File: src/rtl/kst_pkg.sv
// Shared types, constants and helper functions of the keyed slot table.
`default_nettype none

package kst_pkg;

	// Table geometry.
	localparam int SLOT_COUNT = 8;
	localparam int KEY_CHARS  = 8;
	localparam int IDX_W      = (SLOT_COUNT > 1) ? $clog2(SLOT_COUNT) : 1;

	// Field widths.
	localparam int KEY_W      = 64;
	localparam int LEN_W      = 16;
	localparam int ADDR_W     = 32;
	localparam int ATT_W      = 3;
	localparam int SLOT_IDX_W = 3;
	localparam int CFG_IDX_W  = 2;
	localparam int CFG_DATA_W = 32;

	// Register reset values.
	localparam logic [ADDR_W-1:0] BASE_RESET  = 32'hC030_0000;
	localparam logic [LEN_W-1:0]  BYTES_RESET = 16'd16384;
	localparam logic [ATT_W-1:0]  LIMIT_RESET = 3'd3;

	typedef enum logic [1:0] {
		ACT_LOOKUP = 2'd0,
		ACT_FETCH  = 2'd1,
		ACT_STORE  = 2'd2,
		ACT_FAIL   = 2'd3
	} action_t;

	typedef enum logic [1:0] {
		RES_OK      = 2'd0,
		RES_FULL    = 2'd1,
		RES_BADLEN  = 2'd2,
		RES_ZEROKEY = 2'd3
	} result_t;

	typedef enum logic [1:0] {
		ST_EMPTY  = 2'd0,
		ST_READY  = 2'd1,
		ST_FAILED = 2'd2
	} slot_state_t;

	typedef enum logic [CFG_IDX_W-1:0] {
		CFG_BASE  = 2'd0,
		CFG_BYTES = 2'd1,
		CFG_LIMIT = 2'd2
	} cfg_index_t;

	// Configuration register values handed to the table.
	typedef struct packed {
		logic [ADDR_W-1:0] base;
		logic [LEN_W-1:0]  slot_bytes;
		logic [ATT_W-1:0]  limit;
	} cfg_t;

	// One response item.
	typedef struct packed {
		logic                  ready_hit;
		logic                  fetch_allowed;
		logic                  slot_found;
		logic [SLOT_IDX_W-1:0] slot_index;
		logic [ADDR_W-1:0]     slot_address;
		logic [LEN_W-1:0]      data_length;
		result_t               status;
	} rsp_t;

	// Keep the first KEY_CHARS characters up to the first zero byte.
	function automatic logic [KEY_W-1:0] normalize_key(input logic [KEY_W-1:0] raw);
		logic [KEY_W-1:0] k;
		logic             alive;
		k     = '0;
		alive = 1'b1;
		for (int i = 0; i < KEY_CHARS; i++) begin
			if (raw[8*i +: 8] == 8'h00) begin
				alive = 1'b0;
			end
			if (alive) begin
				k[8*i +: 8] = raw[8*i +: 8];
			end
		end
		return k;
	endfunction

endpackage

`default_nettype wire

File: src/rtl/kst_if.sv
// Handshake interfaces for the request, response and configuration channels.
`default_nettype none

interface kst_req_if import kst_pkg::*; ();
	logic             valid;
	logic             ready;
	action_t          action;
	logic [KEY_W-1:0] key;
	logic [LEN_W-1:0] length;

	modport source (output valid, action, key, length, input ready);
	modport sink (input valid, action, key, length, output ready);
endinterface

interface kst_rsp_if import kst_pkg::*; ();
	logic                  valid;
	logic                  ready;
	logic                  ready_hit;
	logic                  fetch_allowed;
	logic                  slot_found;
	logic [SLOT_IDX_W-1:0] slot_index;
	logic [ADDR_W-1:0]     slot_address;
	logic [LEN_W-1:0]      data_length;
	result_t               status;

	modport source (output valid, ready_hit, fetch_allowed, slot_found, slot_index,
		slot_address, data_length, status, input ready);
	modport sink (input valid, ready_hit, fetch_allowed, slot_found, slot_index,
		slot_address, data_length, status, output ready);
endinterface

interface kst_cfg_if import kst_pkg::*; ();
	logic                  valid;
	logic                  ready;
	logic [CFG_IDX_W-1:0]  index;
	logic [CFG_DATA_W-1:0] data;

	modport source (output valid, index, data, input ready);
	modport sink (input valid, index, data, output ready);
endinterface

`default_nettype wire

File: src/rtl/kst_table.sv
// Slot storage with parallel key match, free-slot claim and status update.
`default_nettype none

module kst_table import kst_pkg::*; (
	input  wire logic             clk,
	input  wire logic             arst_n,
	input  wire logic             commit,
	input  wire action_t          action,
	input  wire logic [KEY_W-1:0] key,
	input  wire logic [LEN_W-1:0] length,
	input  wire cfg_t             cfg,
	output rsp_t                  rsp
);

	logic [KEY_W-1:0]  key_q     [SLOT_COUNT];
	slot_state_t       state_q   [SLOT_COUNT];
	logic [ATT_W-1:0]  att_q     [SLOT_COUNT];
	logic [LEN_W-1:0]  len_q     [SLOT_COUNT];

	logic [SLOT_COUNT-1:0] hit;
	logic [SLOT_COUNT-1:0] free;
	logic [IDX_W-1:0]      hit_idx;
	logic [IDX_W-1:0]      free_idx;
	logic [IDX_W-1:0]      idx;
	logic                  zero_key;
	logic                  found;
	logic                  bad_len;
	slot_state_t           cur_state;
	logic [ATT_W-1:0]      cur_att;
	logic [LEN_W-1:0]      cur_len;
	slot_state_t           new_state;
	logic [ATT_W-1:0]      new_att;
	logic [LEN_W-1:0]      new_len;
	logic [IDX_W+LEN_W-1:0] offset;
	result_t               res;

	// Compare the key against every slot and find the lowest free slot.
	always_comb begin
		hit      = '0;
		free     = '0;
		hit_idx  = '0;
		free_idx = '0;
		for (int i = 0; i < SLOT_COUNT; i++) begin
			free[i] = (key_q[i] == '0);
			hit[i]  = !free[i] && (key_q[i] == key);
		end
		for (int i = SLOT_COUNT - 1; i >= 0; i--) begin
			if (hit[i]) begin
				hit_idx = IDX_W'(i);
			end
			if (free[i]) begin
				free_idx = IDX_W'(i);
			end
		end
	end

	// Pick the slot and work out its state after the action.
	always_comb begin
		zero_key = (key == '0);
		idx      = (|hit) ? hit_idx : free_idx;
		if (zero_key) begin
			found = 1'b0;
		end else if (action == ACT_LOOKUP) begin
			found = |hit;
		end else begin
			found = (|hit) || (|free);
		end
		bad_len = (action == ACT_STORE) && ((length == '0) || (length > cfg.slot_bytes));

		// A claimed slot starts empty.
		if (|hit) begin
			cur_state = state_q[idx];
			cur_att   = att_q[idx];
			cur_len   = len_q[idx];
		end else begin
			cur_state = ST_EMPTY;
			cur_att   = '0;
			cur_len   = '0;
		end

		new_state = cur_state;
		new_att   = cur_att;
		new_len   = cur_len;
		if ((action == ACT_STORE) && !bad_len) begin
			new_state = ST_READY;
			new_len   = length;
		end else if (bad_len || (action == ACT_FAIL)) begin
			new_state = ST_FAILED;
			if (cur_att < cfg.limit) begin
				new_att = cur_att + ATT_W'(1);
			end
		end

		if (zero_key) begin
			res = RES_ZEROKEY;
		end else if (bad_len) begin
			res = RES_BADLEN;
		end else if ((action != ACT_LOOKUP) && !found) begin
			res = RES_FULL;
		end else begin
			res = RES_OK;
		end
	end

	// Slot address and response fields.
	always_comb begin
		offset = (IDX_W+LEN_W)'(idx) * (IDX_W+LEN_W)'(cfg.slot_bytes);
		rsp    = '0;
		rsp.status = res;
		if (found) begin
			rsp.ready_hit     = (new_state == ST_READY);
			rsp.fetch_allowed = (new_state == ST_EMPTY) ||
				((new_state == ST_FAILED) && (new_att < cfg.limit));
			rsp.slot_found    = 1'b1;
			rsp.slot_index    = SLOT_IDX_W'(idx);
			rsp.slot_address  = cfg.base + ADDR_W'(offset);
			rsp.data_length   = new_len;
		end
	end

	// Slot state update when the request leaves the input stage.
	always_ff @(posedge clk or negedge arst_n) begin
		if (!arst_n) begin
			for (int i = 0; i < SLOT_COUNT; i++) begin
				key_q[i]   <= '0;
				state_q[i] <= ST_EMPTY;
				att_q[i]   <= '0;
				len_q[i]   <= '0;
			end
		end else if (commit && found && (action != ACT_LOOKUP)) begin
			key_q[idx]   <= key;
			state_q[idx] <= new_state;
			att_q[idx]   <= new_att;
			len_q[idx]   <= new_len;
		end
	end

endmodule

`default_nettype wire

File: src/rtl/keyed_slot_table_with_retry.sv
// Keyed slot table: top level with request stage, response register and registers.
//
// Channels: req carries a request (action, key, length); rsp returns exactly one
// response per request, in order; cfg writes one of three registers (0 pool base,
// 1 slot bytes, 2 attempt limit) and is always ready, the value taking effect
// from the next cycle. Write registers only while no request is in flight.
// Flow: an accepted request is held in the input stage, matched against all
// eight slots there, and its response then goes to the response register,
// which waits while a stalled response is held. One request per cycle is
// taken unless the response stalls; this rests on the combinational key
// compare and claim and on the slot update between the input stage and the
// response register, which also makes each update visible to the next request.
// Reset clears all slots to free and empty, drops any pending request and
// response, and restores the register defaults.
// When the receiver stalls, the response is held and the input stage can still
// take one more request; req.ready then falls until the response is taken.
`default_nettype none

module keyed_slot_table_with_retry import kst_pkg::*; (
	input wire logic clk,
	input wire logic arst_n,
	kst_req_if.sink   req,
	kst_rsp_if.source rsp,
	kst_cfg_if.sink   cfg
);

	logic             valid_s1;
	action_t          action_s1;
	logic [KEY_W-1:0] key_s1;
	logic [LEN_W-1:0] length_s1;
	logic             advance;
	logic             rsp_valid_q;
	rsp_t             rsp_q;
	rsp_t             table_rsp;
	cfg_t             cfg_q;

	assign advance   = !rsp_valid_q || rsp.ready;
	assign req.ready = !valid_s1 || advance;
	assign cfg.ready = 1'b1;

	// Configuration registers.
	always_ff @(posedge clk or negedge arst_n) begin
		if (!arst_n) begin
			cfg_q.base       <= BASE_RESET;
			cfg_q.slot_bytes <= BYTES_RESET;
			cfg_q.limit      <= LIMIT_RESET;
		end else if (cfg.valid) begin
			unique case (cfg.index)
				CFG_BASE:  cfg_q.base       <= cfg.data[ADDR_W-1:0];
				CFG_BYTES: cfg_q.slot_bytes <= cfg.data[LEN_W-1:0];
				CFG_LIMIT: cfg_q.limit      <= cfg.data[ATT_W-1:0];
				default: ;
			endcase
		end
	end

	// Input stage control.
	always_ff @(posedge clk or negedge arst_n) begin
		if (!arst_n) begin
			valid_s1    <= 1'b0;
			rsp_valid_q <= 1'b0;
		end else begin
			if (req.valid && req.ready) begin
				valid_s1 <= 1'b1;
			end else if (advance) begin
				valid_s1 <= 1'b0;
			end
			if (advance) begin
				rsp_valid_q <= valid_s1;
			end
		end
	end

	// Input stage and response payload.
	always_ff @(posedge clk) begin
		if (req.valid && req.ready) begin
			action_s1 <= req.action;
			key_s1    <= normalize_key(req.key);
			length_s1 <= req.length;
		end
		if (advance && valid_s1) begin
			rsp_q <= table_rsp;
		end
	end

	kst_table u_table (
		.clk    (clk),
		.arst_n (arst_n),
		.commit (valid_s1 && advance),
		.action (action_s1),
		.key    (key_s1),
		.length (length_s1),
		.cfg    (cfg_q),
		.rsp    (table_rsp)
	);

	// Response channel.
	assign rsp.valid         = rsp_valid_q;
	assign rsp.ready_hit     = rsp_q.ready_hit;
	assign rsp.fetch_allowed = rsp_q.fetch_allowed;
	assign rsp.slot_found    = rsp_q.slot_found;
	assign rsp.slot_index    = rsp_q.slot_index;
	assign rsp.slot_address  = rsp_q.slot_address;
	assign rsp.data_length   = rsp_q.data_length;
	assign rsp.status        = rsp_q.status;

endmodule

`default_nettype wire

File: src/flat_wrapper.sv
// flat-port wrapper written by rule: the top's interface ports become plain ports
module keyed_slot_table_with_retry_flat import kst_pkg::*;
  (clk, arst_n, req_valid, req_action, req_key, req_length, req_ready, rsp_valid, rsp_ready_hit, rsp_fetch_allowed, rsp_slot_found, rsp_slot_index, rsp_slot_address, rsp_data_length, rsp_status, rsp_ready, cfg_valid, cfg_index, cfg_data, cfg_ready);
  kst_req_if req_i ();
  kst_rsp_if rsp_i ();
  kst_cfg_if cfg_i ();
  input wire logic clk;
  input wire logic arst_n;
  input wire logic [$bits(req_i.valid)-1:0] req_valid;
  input wire logic [$bits(req_i.action)-1:0] req_action;
  input wire logic [$bits(req_i.key)-1:0] req_key;
  input wire logic [$bits(req_i.length)-1:0] req_length;
  output wire logic [$bits(req_i.ready)-1:0] req_ready;
  output wire logic [$bits(rsp_i.valid)-1:0] rsp_valid;
  output wire logic [$bits(rsp_i.ready_hit)-1:0] rsp_ready_hit;
  output wire logic [$bits(rsp_i.fetch_allowed)-1:0] rsp_fetch_allowed;
  output wire logic [$bits(rsp_i.slot_found)-1:0] rsp_slot_found;
  output wire logic [$bits(rsp_i.slot_index)-1:0] rsp_slot_index;
  output wire logic [$bits(rsp_i.slot_address)-1:0] rsp_slot_address;
  output wire logic [$bits(rsp_i.data_length)-1:0] rsp_data_length;
  output wire logic [$bits(rsp_i.status)-1:0] rsp_status;
  input wire logic [$bits(rsp_i.ready)-1:0] rsp_ready;
  input wire logic [$bits(cfg_i.valid)-1:0] cfg_valid;
  input wire logic [$bits(cfg_i.index)-1:0] cfg_index;
  input wire logic [$bits(cfg_i.data)-1:0] cfg_data;
  output wire logic [$bits(cfg_i.ready)-1:0] cfg_ready;
  assign req_i.valid = req_valid;
  assign req_i.action = req_action;
  assign req_i.key = req_key;
  assign req_i.length = req_length;
  assign req_ready = req_i.ready;
  assign rsp_valid = rsp_i.valid;
  assign rsp_ready_hit = rsp_i.ready_hit;
  assign rsp_fetch_allowed = rsp_i.fetch_allowed;
  assign rsp_slot_found = rsp_i.slot_found;
  assign rsp_slot_index = rsp_i.slot_index;
  assign rsp_slot_address = rsp_i.slot_address;
  assign rsp_data_length = rsp_i.data_length;
  assign rsp_status = rsp_i.status;
  assign rsp_i.ready = rsp_ready;
  assign cfg_i.valid = cfg_valid;
  assign cfg_i.index = cfg_index;
  assign cfg_i.data = cfg_data;
  assign cfg_ready = cfg_i.ready;
  keyed_slot_table_with_retry u_core (.clk(clk), .arst_n(arst_n), .req(req_i), .rsp(rsp_i), .cfg(cfg_i));
endmodule
File: config.mk
export PLATFORM = sky130hd
export DESIGN_NAME = keyed_slot_table_with_retry_flat
export DESIGN_NICKNAME = d
export VERILOG_FILES = /design/src/rtl/kst_pkg.sv /design/src/rtl/kst_if.sv /design/src/rtl/kst_table.sv /design/src/rtl/keyed_slot_table_with_retry.sv /design/src/flat_wrapper.sv
export SDC_FILE = /design/constraint.sdc
export NUM_CORES = 2
export LEC_CHECK = 0
export ABC_CLOCK_PERIOD_IN_PS = 7400
export BUFFER_PORTS_ARGS = -buffer_cell sky130_fd_sc_hd__buf_2
export CORE_ASPECT_RATIO = 0.7
export CORE_MARGIN = 2
export CORE_UTILIZATION = 42
export DETAILED_ROUTE_END_ITERATION = 16
export PLACE_DENSITY = 0.62
export SLEW_MARGIN = 5
export SYNTH_ARGS = -nofsm -noshare
export SYNTH_HDL_FRONTEND = slang
export SYNTH_SLANG_ARGS = --single-unit
File: constraint.sdc
create_clock -name clk -period 7.4 [get_ports clk]
set_input_delay 0.74 -clock clk [delete_from_list [all_inputs] [get_ports clk]]
set_output_delay 0.74 -clock clk [all_outputs]
set_load 0.01 [all_outputs]
Yosys cells after proc, flatten, opt, wreduce, memory -nomap -nowiden:

Cells that the tools add are included.

* flip-flop bits (word level): 871
* input bits: 121
* output and inout bits: 59
* word-level logic and storage cells: 212

* add/subtract/negate cells: 2
* multipliers: 1
* magnitude comparators: 5
* equality and inequality tests: 14
* mux-type cells: 70
* bitwise gates (word level): 1
* reductions and logical operators: 64

Operators with widths (count)
* logical NOT 64 bit: 9
* bitwise mux 512 bit: 1
* == test 64 bit: 8
* demux 64 bit (select 3 bit): 1
* bitwise mux 128 bit: 1
* two-way mux 16 bit: 5
* two-way mux 3 bit: 24
* logical NOT 8 bit: 8
* two-way mux 64 bit: 1
* two-way mux 52 bit: 1
* binary-select mux 16 bit (select 3 bit): 1
* demux 16 bit (select 3 bit): 1
* adder 32 x 19 -> 32 bit: 1
* bitwise mux 24 bit: 1
* two-way mux 1 bit: 22
* multiplier 3 x 16 -> 19 bit: 1
* logical AND 1 bit: 17
* bitwise mux 16 bit: 1
* greater-than comparator 16 bit: 1
* logical NOT 16 bit: 1
* OR reduction 8 bit: 2
* logical NOT 1 bit: 12
* two-way mux 2 bit: 6
* binary-select mux 3 bit (select 3 bit): 1
* other kinds (15): 30

Depth between registers and ports, before layout:

* word-level depth: 24
* gate-level depth with buffers: 32
* depth with buffers taken out: 28

Cells and area by module:

A second synthesis with hierarchy kept.

* cells, all modules: 4530
* area, all modules: 46195.6 um2

Modules (own cells, without submodules)
* kst_table: instances 1, cells each 4143, area each 39320.2 um2, seq. area each 17016.3 um2
* keyed_slot_table_with_retry: instances 1, cells each 387, area each 6875.3 um2, seq. area each 5479.0 um2

Worst setup path after synthesis:

No wires, ideal clock.

* path type: register -> register
* start: register u_core.u_table.key_q[129] (netlist name)
* end: register u_core.rsp_q, in the netlist u_core.rsp.slot_address[31] (data pin)
* setup time: 0.147 ns
* data arrival time: 6.777 ns
* required time: 7.253 ns
* setup slack: 0.476 ns
* stages on the path, launching flop included: 31
* buffers on the path: 2
* clock period less this slack: 6.924 ns
* cells stage by stage: dfrtp_1 nor4_1 nand4_1 nor4_1 nor3_1 and2_1 o21ai_0 nand2_1 a31oi_2 o31a_1 clkbuf_1 clkbuf_1 nor2_1 ha_1 ha_1 ha_1 inv_1 fa_1 nor2b_1 o21ai_0 a21boi_0 o21ai_0 a21boi_0 o21ai_0 nand2b_1 a41oi_1 a21oi_1 a211oi_1 or2_2 or4_1 a21oi_1

* cells in the longest elaborated chain, start to end: 12
* elaborated cells between the ends (all ways): 24
* those cells by class: 1 x add/sub; 1 x mul; 1 x eq/ne; 15 x mux; 6 x reduce/logical

Ends and longest elaborated chain
* start, declared: RTL line kst_table.sv:15 `logic [KEY_W-1:0] key_q [SLOT_COUNT];`
* start signal, assigned by index: RTL line kst_table.sv:131 `key_q[idx] <= key;`
* logical NOT 64 bit: RTL line kst_table.sv:44 `free[i] = (key_q[i] == '0);`
* logical NOT 1 bit: RTL line kst_table.sv:45 `hit[i] = !free[i] && (key_q[i] == key);`
* logical AND 1 bit: RTL line kst_table.sv:45
* two-way mux 3 bit (6 in a row): RTL line kst_table.sv:48 `if (hit[i]) begin`
* two-way mux 3 bit: RTL line kst_table.sv:60 `idx = (|hit) ? hit_idx : free_idx;`
* multiplier 3 x 16 -> 19 bit: RTL line kst_table.sv:107 `offset = (IDX_W+LEN_W)'(idx) * (IDX_W+LEN_W)'(cfg.slot_bytes);`
* adder 32 x 19 -> 32 bit: RTL line kst_table.sv:116 `rsp.slot_address = cfg.base + ADDR_W'(offset);`
* end signal, assigned: RTL line keyed_slot_table_with_retry.sv:82 `rsp_q <= table_rsp;`
* end, declared: RTL line keyed_slot_table_with_retry.sv:33 `rsp_t rsp_q;`

Several ways; a longest one is shown, not always the timed one.
A chain may end at the register's enable or synchronous reset.

Final worst setup path:

* start: register u_core.u_table.key_q[401] (netlist name)
* end: register u_core.rsp_q, in the netlist u_core.rsp.slot_address[31] (data pin)

* cells in the longest elaborated chain, start to end: 8
* elaborated cells between the ends (all ways): 16
* those cells by class: 1 x add/sub; 1 x mul; 1 x eq/ne; 7 x mux; 6 x reduce/logical

Ends and longest elaborated chain (RTL line)
* logical NOT 64 bit: kst_table.sv:44
* logical NOT 1 bit: kst_table.sv:45
* logical AND 1 bit: kst_table.sv:45
* two-way mux 3 bit (2 in a row): kst_table.sv:48
* two-way mux 3 bit: kst_table.sv:60
* multiplier 3 x 16 -> 19 bit: kst_table.sv:107
* adder 32 x 19 -> 32 bit: kst_table.sv:116

Several ways; a longest one is shown, not always the timed one.

==> results_dict.tcl <==
set metrics [dict create \
    io_buffers 178 \
    status "finished, violations left" \
    end_kind "register" \
    synth_edf_count 138 \
    syn-cell-area_um2 45370 \
    synth_compound_area_share_pct 4.449 \
    cp_max_fo 3 \
    route.detailed.drc 0 \
    leakage_nw 24.15 \
    synthTopCellsByCount "dfrtp_1 (726), nand2_1 (602), mux2_2 (441)" \
    period_share_pct 95.85 \
    clock_sinks 871 \
    synthAdderAreaFrac_pct 2.554 \
    violations "max-capacitance violations" \
    root_buffer "clkbuf_16" \
    routedWlPerCell_um 27.03 \
    hp-class "input port to async pin" \
    firstDrtPassIters 6 \
    drtIter0Drc 4050 \
    cts_max_level 3 \
    overflow 0 \
    hold_viol_final 0 \
    area_growth_pct 15.99 \
    dp_hpwl_um 113500 \
    cts_tree "yes" \
    placed_area_um2 49420 \
    setup_violations 0 \
    finalWorstSetupSlack_ns 0.3073 \
    core_area_um2 106700 \
    clock_skew_ns 0.04058 \
    detail_route.wirelength_um 161800 \
    nFillCells 9709 \
    die-width_um 396.8 \
    yosys_warnings 0 \
    syn-num-nets 4437 \
    synth_ff_type "dfrtp_1" \
    worst_pin_slew_ns 1.471 \
    rsz0062_at_grt "no" \
    clk_latency_ns 0.71 \
    grt_max_degree 169 \
    startpoint "u_core.u_table.key_q[401]" \
    power_mw 18.00 \
    yosysTopAreaCell "dfrtp_1" \
    fin_tns_setup_ns 0 \
    start_util_pct 42.51 \
    r2r-start "u_core.u_table.key_q[401]" \
    place.gp.congestion 1.000 \
    worstSetupPathType "register to register" \
    synth_area_leaders "dfrtp_1 (40%), mux2_2 (11%), edfxtp_1 (9.1%)" \
    synth_top_family_by_area "simple AND/OR/NAND/NOR gates" \
    arrival_ns 7.62 \
    final_area_um2 52620 \
    place_ws_ns 0.03347 \
    ys_seq_area_share_pct 49.59 \
    track_usage_pct 29.08 \
    first_global_vias 33454 \
    fin_crit_ns 7.093 \
    relSlewSlack_pct 1.057 \
    max-vdd-ir-drop_uv 214.2 \
    synthSimpleGateAreaFrac_pct 16.62 \
    synthXorXnorAreaFrac_pct 10.36 \
    grt_pass1_wl_um 235300 \
    synthArstFlopShare_pct 84.16 \
    synth_cells 4242 \
    drive_gt1_share_pct 23.74 \
    required_ns 7.92 \
    synth.avg_cell_area_um2 10.69 \
    rows 100 \
    ctsHoldBuffers 0 \
    cap_violations 1 \
    die-area_um2 110700 \
    yosysUniqueCellTypes 83 \
    maxSlewViolCount 0 \
    path_clk_slew_ns 0.06 \
    antenna_found_initial 8 \
    cts_buffer_depth 3 \
    synthMuxAreaShare_pct 12.66 \
    layout.nets 4678 \
    fmax_ghz 0.1410 \
    num_io_pins 180 \
    antenna_left 0 \
    cp-start-kind "register" \
    numCtsBuffers 90 \
    via_per_inst 5.799 \
    yosysMostFrequentCell "dfrtp_1" \
    via_count 34718 \
    cellPowerDensity_nw_per_um2 342.0 \
    fin_util_pct 49.30 \
    synth_top_cell_area_share_pct 40.05 \
    die_h_um 279.0 \
    synth_seq_cells 871 \
]
[per-stage QoR]
stage	std cells	hold slack, ns
finish	5987	0.04644
global route	5986	0.07264
CTS	5985	0.05407
detailed placement	5818	0.4665
global placement	5818	0.4607
floorplan	4242	0.4412
[kinds of logic (layout without fill, tap and decap cells)]
| family | Yosys count | count (layout) |
|---|---|---|
| and+or+nand+nor | 1496 | 1496 |
| muxes | 518 | 518 |
| xor gates and xnor gates | 536 | 536 |
| AOI/OAI and AO/OA | 330 | 330 |
| other | 1 | 2 |
| buffers and inverters | 416 | 732 |
| adders and majority gates | 74 | 74 |
| DFF | 871 | 871 |
[area by class of cell]
type                       count  area [um^2]  area share [%]
sequential                   871        22500           42.75
multi-input combinational   2955        21380           40.64
clock buffer                 137         2691           5.114
antenna                        1        2.502        0.004755
clock inverter                30        337.8          0.6420
tap                         1428         1787           3.395
timing repair buffer         431         3421           6.501
inverter                     134        503.0          0.9558
[critical path, stage by stage, from the launching register on]
cell and delay [ns]:
dfrtp_1 0.43, nor4_1 0.47, nand4_1 0.18, nor4_2 0.54, nor3_1 0.13, nand3_1 0.17
buf_4 0.19, nand4_1 0.13, or2_0 0.25, o31a_1 0.33, nand2b_1 0.18, fa_1 0.55
fa_1 0.45, fa_1 0.42, nor2b_1 0.19, o21ai_0 0.14, a21boi_1 0.20, o21ai_0 0.14
a21boi_1 0.21, o21ai_0 0.11, nand2b_1 0.11, a41oi_1 0.18, a21oi_2 0.18, a211oi_1 0.10
or2_2 0.31, or4_1 0.47, a21oi_1 0.16
[repair_timing]
item                                    CTS  global route
pin swaps                                 0             2
buffers inserted                          0             1
endpoints found under the setup margin    2            14
gates resized for setup                   1            30
[sequential cells by signal (all words and copies together) (netlist names)]
name,count
u_core.u_table.len_q,128
u_core.rsp.ready_hit,1
u_core.u_table.state_q,16
u_core.rsp.fetch_allowed,1
u_core.rsp.status,2
u_core.cfg_q,51
u_core.rsp.slot_found,1
u_core.rsp.data_length,16
u_core.length_s1,16
u_core.valid_s1,1
u_core.action_s1,2
u_core.u_table.key_q,512
u_core.rsp.slot_address,32
u_core.key_s1,64
u_core.rsp.valid,1
u_core.u_table.att_q,24
u_core.rsp.slot_index,3
[path summary, 6_finish.rpt]
kind	slack, ns	cells after the start	endpoint
worst max-delay path	0.31	26	u_core.rsp.slot_address[31]
worst min-delay path	0.05	1	u_core.cfg_q[48]
worst max register to register	0.31	26	u_core.rsp.slot_address[31]
worst min register to register	0.47	2	u_core.u_table.len_q[42]
max in group asynchronous	5.62	3	u_core.u_table.key_q[185]
min in group clk	0.23	1	u_core.length_s1[4]
[layer usage]
layer / wire length, um / share of wire, % / track usage [%]
met5: 0 / 0 / 0
met4: 4569 / 2.8 / 7.839
met1: 75580 / 47 / 44.30
met2: 64480 / 40 / 38.94
met3: 17210 / 11 / 9.425
[cell usage in the layout (no fill, tap or decap), types with 18 or more instances in the layout]
cell       synthesis  routed
nor2_1           167     166
ha_1              43      43
inv_1            134     134
a21oi_1           83      81
nor3_1            26      24
buf_12             0      49
o211ai_1          19      19
nand2_1          602     599
nand4_1          152     152
fa_1              31      31
xor2_1           325     325
clkbuf_8           0      22
and2_1            64      62
buf_4              6     202
nor4_1           340     324
mux2i_1           73      73
clkbuf_1         146      23
buf_2             92     177
edfxtp_1         138     138
xnor2_1          210     209
nand4b_1          19      19
o21ai_0          133     131
nand3_1           33      32
clkbuf_16          0      92
mux2_2           441     441
dfrtp_1          726     726
a22oi_1           18      18
[report_power, final]
part           switching (mW)  leakage (nW)  total [mW]  internal [mW]
Sequential               1.09          11.1        7.06           5.97
Combinational            3.58          11.6        6.24           2.65
Clock                    2.06          1.48        4.70           2.64
No activity file was read; power rests on OpenSTA's default activity.
